===== config.mk =====
export PLATFORM = sky130hd
export DESIGN_NAME = aopt_ctrl
export DESIGN_NICKNAME = d
export VERILOG_FILES = /design/src/rtl/aopt_pkg.sv /design/src/rtl/aopt_ctrl.sv
export SDC_FILE = /design/constraint.sdc
export NUM_CORES = 1
export LEC_CHECK = 0
export BUFFER_PORTS_ARGS = -buffer_cell sky130_fd_sc_hd__buf_4
export CAP_MARGIN = 20
export CORE_MARGIN = 4
export CORE_UTILIZATION = 35
export CTS_CLUSTER_SIZE = 10
export DETAILED_ROUTE_END_ITERATION = 12
export PLACE_DENSITY = 0.68
export SETUP_SLACK_MARGIN = 0.1
export SKIP_LAST_GASP = 1
export SLEW_MARGIN = 0
export SYNTH_ARGS = -nofsm -noshare
export SYNTH_HDL_FRONTEND = slang
export SYNTH_SLANG_ARGS = --single-unit

===== constraint.sdc =====
create_clock -name clk_i -period 3.34 [get_ports clk_i]
set_input_delay 0.501 -clock clk_i [delete_from_list [all_inputs] [get_ports clk_i]]
set_output_delay 0.501 -clock clk_i [all_outputs]
set_load 0.005 [all_outputs]

===== src/rtl/aopt_pkg.sv =====
// ----------------------------------------------------------------------------
// aopt_pkg: shared types and constants of the arc odometry pose tracker
// Request structs, config struct, command and status bundles, fixed-point
// constants and the CORDIC arctangent table.
// ----------------------------------------------------------------------------
`default_nettype none

package aopt_pkg;

  // input request
  typedef struct packed {
    logic               action;
    logic signed [31:0] imu_rotation;
    logic signed [31:0] parallel_travel;
    logic signed [31:0] perpendicular_travel;
    logic signed [31:0] new_x;
    logic signed [31:0] new_y;
    logic signed [31:0] new_theta;
    logic               theta_is_radians;
  } in_req_t;

  // result request
  typedef struct packed {
    logic signed [31:0] pose_x;
    logic signed [31:0] pose_y;
    logic signed [31:0] pose_heading;
  } out_req_t;

  typedef struct packed {
    logic               use_drive_encoders;
    logic signed [31:0] par_wheel_offset;
    logic signed [31:0] perp_wheel_offset;
    logic        [30:0] half_track_width;
    logic        [30:0] travel_scale;
  } cfg_t;

  localparam logic [2:0] CFG_USE_ENC   = 3'd0;
  localparam logic [2:0] CFG_PAR_OFF   = 3'd1;
  localparam logic [2:0] CFG_PERP_OFF  = 3'd2;
  localparam logic [2:0] CFG_HALF_TRK  = 3'd3;
  localparam logic [2:0] CFG_SCALE     = 3'd4;

  localparam logic [30:0] SCALE_RESET = 31'd65536;

  // fixed-point constants, angles in Q4.28
  localparam logic signed [32:0] DEG2RAD_K   = 33'sd74961321;
  localparam logic signed [33:0] PI_Q28      = 34'sd843314857;
  localparam logic signed [33:0] HALF_PI_Q28 = 34'sd421657428;
  localparam logic signed [33:0] TWO_PI_Q28  = 34'sd1686629713;
  localparam logic signed [33:0] GAIN_Q28    = 34'sd163008219;

  typedef enum logic [4:0] {
    OP_NONE,
    OP_LOAD,
    OP_DEG_MUL,
    OP_SET_POSE,
    OP_ENC_MUL,
    OP_DIFF,
    OP_COPY_LOCAL,
    OP_CORDIC_HALF,
    OP_DIV,
    OP_MQ_LOAD,
    OP_MQ_LO,
    OP_MQ_HI,
    OP_MQ_ACC,
    OP_CORDIC_ROT,
    OP_WRAP,
    OP_HEAD,
    OP_PUBLISH
  } op_e;

  // which scaled product is being formed
  typedef enum logic [2:0] {
    MQ_LX,
    MQ_LY,
    MQ_XS,
    MQ_YC,
    MQ_XC,
    MQ_YS
  } mq_sel_e;

  typedef struct packed {
    op_e     op;
    mq_sel_e sel;
  } cmd_t;

  typedef struct packed {
    logic set_pose;
    logic dth_zero;
    logic cordic_done;
    logic div_done;
    logic wrap_ok;
  } stat_t;

  typedef enum logic [4:0] {
    ST_IDLE,
    ST_DEG,
    ST_SETP,
    ST_ENC,
    ST_DIFF,
    ST_ZCHK,
    ST_CH_START,
    ST_CH_WAIT,
    ST_DIV_START,
    ST_DIV_WAIT,
    ST_MQ_LOAD,
    ST_MQ_LO,
    ST_MQ_HI,
    ST_MQ_ACC,
    ST_ROT_START,
    ST_ROT_WAIT,
    ST_WRAP,
    ST_HEAD,
    ST_PUB
  } ctrl_state_e;

  typedef enum logic [1:0] {
    CS_IDLE,
    CS_RED,
    CS_ITER
  } cordic_state_e;

  // arctangent of 2^-i in Q4.28
  function automatic logic signed [33:0] atan_entry(input logic [4:0] i);
    logic signed [33:0] v;
    case (i)
      5'd0:  v = 34'sd210828714;
      5'd1:  v = 34'sd124459457;
      5'd2:  v = 34'sd65760959;
      5'd3:  v = 34'sd33381290;
      5'd4:  v = 34'sd16755422;
      5'd5:  v = 34'sd8385879;
      5'd6:  v = 34'sd4193963;
      5'd7:  v = 34'sd2097109;
      5'd8:  v = 34'sd1048571;
      5'd9:  v = 34'sd524287;
      default: begin
        if (i < 5'd29) v = 34'sd1 <<< (5'd28 - i);
        else v = '0;
      end
    endcase
    return v;
  endfunction

endpackage

`default_nettype wire


===== src/rtl/aopt_ctrl.sv =====
// ----------------------------------------------------------------------------
// aopt_ctrl: sequencer of the pose tracker
// Walks one request through the datapath and owns both handshakes.
// ----------------------------------------------------------------------------
`default_nettype none

module aopt_ctrl
  import aopt_pkg::*;
(
  input  wire logic  clk_i,
  input  wire logic  rst_ni,
  input  wire logic  in_valid_i,
  output logic       in_ready_o,
  output logic       out_valid_o,
  input  wire logic  out_ready_i,
  input  wire stat_t stat_i,
  output cmd_t       cmd_o
);

  ctrl_state_e state_q, state_d;
  mq_sel_e     sel_q, sel_d;
  logic        out_valid_q, out_valid_d;
  logic        pub_ok;

  assign pub_ok = !out_valid_q || out_ready_i;

  // next state
  always_comb begin
    state_d = state_q;
    sel_d   = sel_q;
    case (state_q)
      ST_IDLE:      if (in_valid_i) state_d = ST_DEG;
      ST_DEG:       state_d = stat_i.set_pose ? ST_SETP : ST_ENC;
      ST_SETP:      state_d = ST_PUB;
      ST_ENC:       state_d = ST_DIFF;
      ST_DIFF:      state_d = ST_ZCHK;
      ST_ZCHK: begin
        if (stat_i.dth_zero) begin
          state_d = ST_ROT_START;
          sel_d   = MQ_XS;
        end else begin
          state_d = ST_CH_START;
        end
      end
      ST_CH_START:  state_d = ST_CH_WAIT;
      ST_CH_WAIT: begin
        if (stat_i.cordic_done) begin
          state_d = ST_DIV_START;
          sel_d   = MQ_LX;
        end
      end
      ST_DIV_START: state_d = ST_DIV_WAIT;
      ST_DIV_WAIT:  if (stat_i.div_done) state_d = ST_MQ_LOAD;
      ST_MQ_LOAD:   state_d = ST_MQ_LO;
      ST_MQ_LO:     state_d = ST_MQ_HI;
      ST_MQ_HI:     state_d = ST_MQ_ACC;
      ST_MQ_ACC: begin
        case (sel_q)
          MQ_LX: begin
            sel_d   = MQ_LY;
            state_d = ST_DIV_START;
          end
          MQ_LY: begin
            sel_d   = MQ_XS;
            state_d = ST_ROT_START;
          end
          MQ_XS: begin
            sel_d   = MQ_YC;
            state_d = ST_MQ_LOAD;
          end
          MQ_YC: begin
            sel_d   = MQ_XC;
            state_d = ST_MQ_LOAD;
          end
          MQ_XC: begin
            sel_d   = MQ_YS;
            state_d = ST_MQ_LOAD;
          end
          MQ_YS:   state_d = ST_WRAP;
          default: state_d = ST_IDLE;
        endcase
      end
      ST_ROT_START: state_d = ST_ROT_WAIT;
      ST_ROT_WAIT:  if (stat_i.cordic_done) state_d = ST_MQ_LOAD;
      ST_WRAP:      if (stat_i.wrap_ok) state_d = ST_HEAD;
      ST_HEAD:      state_d = ST_PUB;
      ST_PUB:       if (pub_ok) state_d = ST_IDLE;
      default:      state_d = ST_IDLE;
    endcase
  end

  // command outputs
  always_comb begin
    cmd_o.op  = OP_NONE;
    cmd_o.sel = sel_q;
    case (state_q)
      ST_IDLE:      if (in_valid_i) cmd_o.op = OP_LOAD;
      ST_DEG:       cmd_o.op = OP_DEG_MUL;
      ST_SETP:      cmd_o.op = OP_SET_POSE;
      ST_ENC:       cmd_o.op = OP_ENC_MUL;
      ST_DIFF:      cmd_o.op = OP_DIFF;
      ST_ZCHK:      if (stat_i.dth_zero) cmd_o.op = OP_COPY_LOCAL;
      ST_CH_START:  cmd_o.op = OP_CORDIC_HALF;
      ST_DIV_START: cmd_o.op = OP_DIV;
      ST_MQ_LOAD:   cmd_o.op = OP_MQ_LOAD;
      ST_MQ_LO:     cmd_o.op = OP_MQ_LO;
      ST_MQ_HI:     cmd_o.op = OP_MQ_HI;
      ST_MQ_ACC:    cmd_o.op = OP_MQ_ACC;
      ST_ROT_START: cmd_o.op = OP_CORDIC_ROT;
      ST_WRAP:      if (!stat_i.wrap_ok) cmd_o.op = OP_WRAP;
      ST_HEAD:      cmd_o.op = OP_HEAD;
      ST_PUB:       if (pub_ok) cmd_o.op = OP_PUBLISH;
      default:      cmd_o.op = OP_NONE;
    endcase
  end

  always_comb begin
    out_valid_d = out_valid_q;
    if (out_ready_i) out_valid_d = 1'b0;
    if (state_q == ST_PUB && pub_ok) out_valid_d = 1'b1;
  end

  always_ff @(posedge clk_i or negedge rst_ni) begin
    if (!rst_ni) begin
      state_q     <= ST_IDLE;
      sel_q       <= MQ_LX;
      out_valid_q <= 1'b0;
    end else begin
      state_q     <= state_d;
      sel_q       <= sel_d;
      out_valid_q <= out_valid_d;
    end
  end

  assign in_ready_o  = (state_q == ST_IDLE);
  assign out_valid_o = out_valid_q;

endmodule

`default_nettype wire


Word-level counts from Yosys, hierarchy flattened. Index checks and enable logic that the tools add are counted.

Eq/ne operators: 31. Multiplexer cells: 21. Reductions and logical operators: 11.

Operators with widths (count): 5-bit case mux with 18 select lines (1); 5-bit case mux with 16 select lines (1); 5-bit by 4-bit equality test with 1-bit output, second input constant (8); 5-bit 2-to-1 mux (7); 5-bit by 3-bit equality test with 1-bit output, second input constant (4); 5-bit case mux with 4 select lines (1); 5-bit equality test, second input constant (3); 3-bit case mux with 5 select lines (1); 2-bit != test, second input constant (7); 5-bit by 2-bit equality test with 1-bit output, second input constant (2); 3-bit 2-to-1 mux (3); 3-bit case mux with 3 select lines (1); 4-bit 2-to-1 mux (2); 3-bit by 2-bit equality test with 1-bit output, second input constant (2); 3-bit equality test, second input constant (2); 6-bit by 1-bit != test with 1-bit output, second input constant (1); 6-bit AND reduction (1); 5-bit by 1-bit equality test with 1-bit output, second input constant (1); 5-bit logical NOT (1); 1-bit 2-to-1 mux (4); 4-bit AND reduction (1); 3-bit by 1-bit equality test with 1-bit output, second input constant (1); 3-bit logical NOT (1); 3-bit nonzero test (1); 6 further kinds (6).

Flip-flop bits (word level): 9. Input bits: 9. Output and inout bits: 10. Logic and storage cells: 66.

Longest topological paths before layout.
Word-level depth: 4. Depth in mapped cells: 5. Gate-level depth less buffers: 4.

Least setup slack after synthesis. Ideal clock, no wire load.

Path type: register -> output. From: register state_q[1]. To: output port cmd_o[6] (netlist bit). Arrival time: 1.358 ns. Required time: 2.839 ns. Setup slack: 1.481 ns. Cell stages (with the launch flop): 6. Path buffers: 1. Path through: dfrtp_1 or2_2 clkbuf_1 a211oi_1 a31oi_1 o22ai_1.

RTL lines: start, declared (RTL line aopt_ctrl.sv:20) `ctrl_state_e state_q, state_d;`; start signal, assigned (RTL line aopt_ctrl.sv:129) `state_q <= state_d;`; end, declared (RTL line aopt_ctrl.sv:17) `output cmd_t cmd_o`.

==> results_dict.tcl <==
set metrics [dict create \
    run_status "complete, no violations" \
    power_leakage_nw 0.424 \
    hold_violations 0 \
    die_h_um 57.4 \
    reg2reg_slack_ps 1340 \
    wl_per_cell_um 14.7 \
    postSynthCellCount 107 \
    place_congestion 0.880 \
    cts_sinks 9 \
    clock_latency_ps 260 \
    slew_headroom 0.564 \
    ys_types 40 \
    grt_max_degree 24 \
    yosysTopAreaCell "dfrtp_1" \
    postCtsSetupRepairBufs 0 \
    post-place-ws_ps 1100 \
    crit_type "reg2out" \
    drive_gt1_frac 0.246 \
    fin_crit_sh 0.759 \
    synth_fp_nets 116 \
    worst_setup_path_end_kind "output port" \
    ys_top_cells_by_area "dfrtp_1 26%, nor2b_1 5.1%, nand2_1 4.4%" \
    ir_worst_vdd_v 0.000396 \
    die_w_um 57.4 \
    yosysTopAreaCellShare 0.264 \
    grt_pass1_vias 831 \
    min_period_ps 2530 \
    design_area_sq_um 1020 \
    grt_pass1_wl_mm 3.83 \
    syn_area_sq_um 853 \
    core.rowCount 17 \
    mostFrequentLayoutCell "buf_4" \
    final-setup-viol-count 0 \
    r2r_start "state_q[2]$_DFFE_PN0P_" \
    fmax_mhz 395 \
    io_buffers 18 \
    worstPathRequired_ps 2840 \
    drc 0 \
    dominantRegCellSynth "dfrtp_1" \
    drt_iter0_drc 23 \
    worst-path-max-fanout 17 \
    slew_viol_final 0 \
    cpPeakStageDelay_ps 700 \
    area_growth_pct 19.6 \
    dp_hpwl_mm 1.65 \
    rsz0062_at_grt "no" \
    yosysSeqAreaShare 0.264 \
    vias 874 \
    drt-vias-per-instance 5.83 \
    die-area_sq_um 3290 \
    synth_enable_flop_cells 0 \
    hold_buffers 0 \
    finClkSkew_ps 1.41 \
    path_buf_inv 2 \
    maxCapViolations 0 \
    clockBufferDepth 2 \
    wl_mm 2.20 \
    worstMarginPinSlew_ps 653 \
    initial_utilization 0.375 \
    totalNegativeSetupSlack_ps 0 \
    setup_slack_ps 806 \
    coreArea_sq_um 2280 \
    synth_area_per_cell_sq_um 7.97 \
    rr_endpoint "state_q[1]$_DFFE_PN0P_" \
    cts_resized 0 \
    ys_async_sr_fraction 1.00 \
    crit_family "flip-flops" \
    r2r_cells 4 \
    grt_usage 0.142 \
    cts-root-buf "clkbuf_4" \
    slowest_stage "dfrtp_1" \
    antenna_found_initial 0 \
    synth-seq-cells 9 \
    cts_tree "done" \
    crit_chain "clkinv_1, and2_1, o21ai_0, o221ai_1, buf_4" \
    cts_buffers 3 \
    overflow 0 \
    yosys_warnings 0 \
    fin_nets 132 \
    htreeDepth 1 \
    mostFrequentLayoutCells "18 x buf_4, 10 x nand2_1, 9 x dfrtp_1" \
    io_pins 19 \
    power_density_nw_per_um2 935 \
    min_path_type "in2async" \
    antenna_cells 0 \
    startpoint_type "flop" \
    place_area_sq_um 995 \
    drt_pass1_iterations 4 \
    path_clk_slew_ps 60 \
    crit_arrival_ps 2030 \
    drt.antenna.violating_nets 0 \
]
[worst max path at each step]
stage / start / end / slack (ps) / cells after the start
after floorplan: state_q[1]$_DFFE_PN0P_ / cmd_o[6] / 1480 / 5
after global placement: state_q[1]$_DFFE_PN0P_ / cmd_o[6] / 1180 / 5
after global routing: state_q[1]$_DFFE_PN0P_ / cmd_o[4] / 610 / 5
final: state_q[1]$_DFFE_PN0P_ / cmd_o[4] / 810 / 5
after detailed placement: state_q[1]$_DFFE_PN0P_ / cmd_o[4] / 1100 / 5
after CTS: state_q[1]$_DFFE_PN0P_ / cmd_o[4] / 810 / 5
[kinds of logic after synthesis]
group	count (synthesis)	synth area share
and+or+nand+nor	45	0.296
AOI/OAI and AO/OA	36	0.323
buffers and inverters	12	0.0557
DFF	9	0.264
muxes	3	0.0411
xor gates and xnor gates	2	0.0205
[Yosys cell counts (all sizes together), types with 2 or more instances]
cell,n
a211oi,2
a21oi,5
a31oi,2
and2,2
buf,2
clkbuf,5
dfrtp,9
inv,4
mux2i,2
nand2,10
nand2b,5
nand3,2
nor2,7
nor2b,7
nor4,2
o2111ai,3
o21a,4
o21ai,6
o221ai,3
o31ai,2
or2,4
or3b,2
[worst reg2reg max path, cell delays in order (launching register included)]
cell and delay, ps:
dfrtp_1 620, or3b_4 520, a2111oi_4 320, nor2b_1 110
mux2_4 310
[area by class of cell]
cell class / instances / area [sq um]
Fill cell: 231 / 1250
Multi-Input combinational cell: 86 / 581
Sequential cell: 9 / 225
Timing Repair Buffer: 18 / 135
Tap cell: 28 / 35.0
Clock buffer: 4 / 26.3
Inverter: 5 / 18.8
[flip-flops by register name, indices dropped and copies added (netlist names)]
register     count
sel_q            3
out_valid_o      1
state_q          5
[per-layer routing]
layer  vias up  share of wire  GRT usage  routed length [um]
met3         2          0.072     0.0498                 159
met5         -              0          0                   0
met4         0         0.0018     0.0232                   4
met2        33           0.47      0.211                1030
li1        429              -          -                   -
met1       410           0.46      0.199                1020
[report_power, final]
group | total, mW | internal, mW | switching [mW]
clock network | 0.0820 | 0.0459 | 0.0361
registers | 0.305 | 0.152 | 0.153
logic | 0.568 | 0.303 | 0.265
[metrics by stage]
stage / utilization / cells / hold WS, ps / total power, mW
finish: 0.449 / 150 / 56.2 / 0.955
global placement: 0.437 / 146 / 331 / 0.868
floorplan: - / 107 / 205 / 0.684
CTS: 0.449 / 150 / 55.4 / 0.964
global route: 0.449 / 150 / 49.7 / 1.05
detailed placement: 0.437 / 146 / 334 / 0.873
No activity file was read; power rests on OpenSTA's default activity.
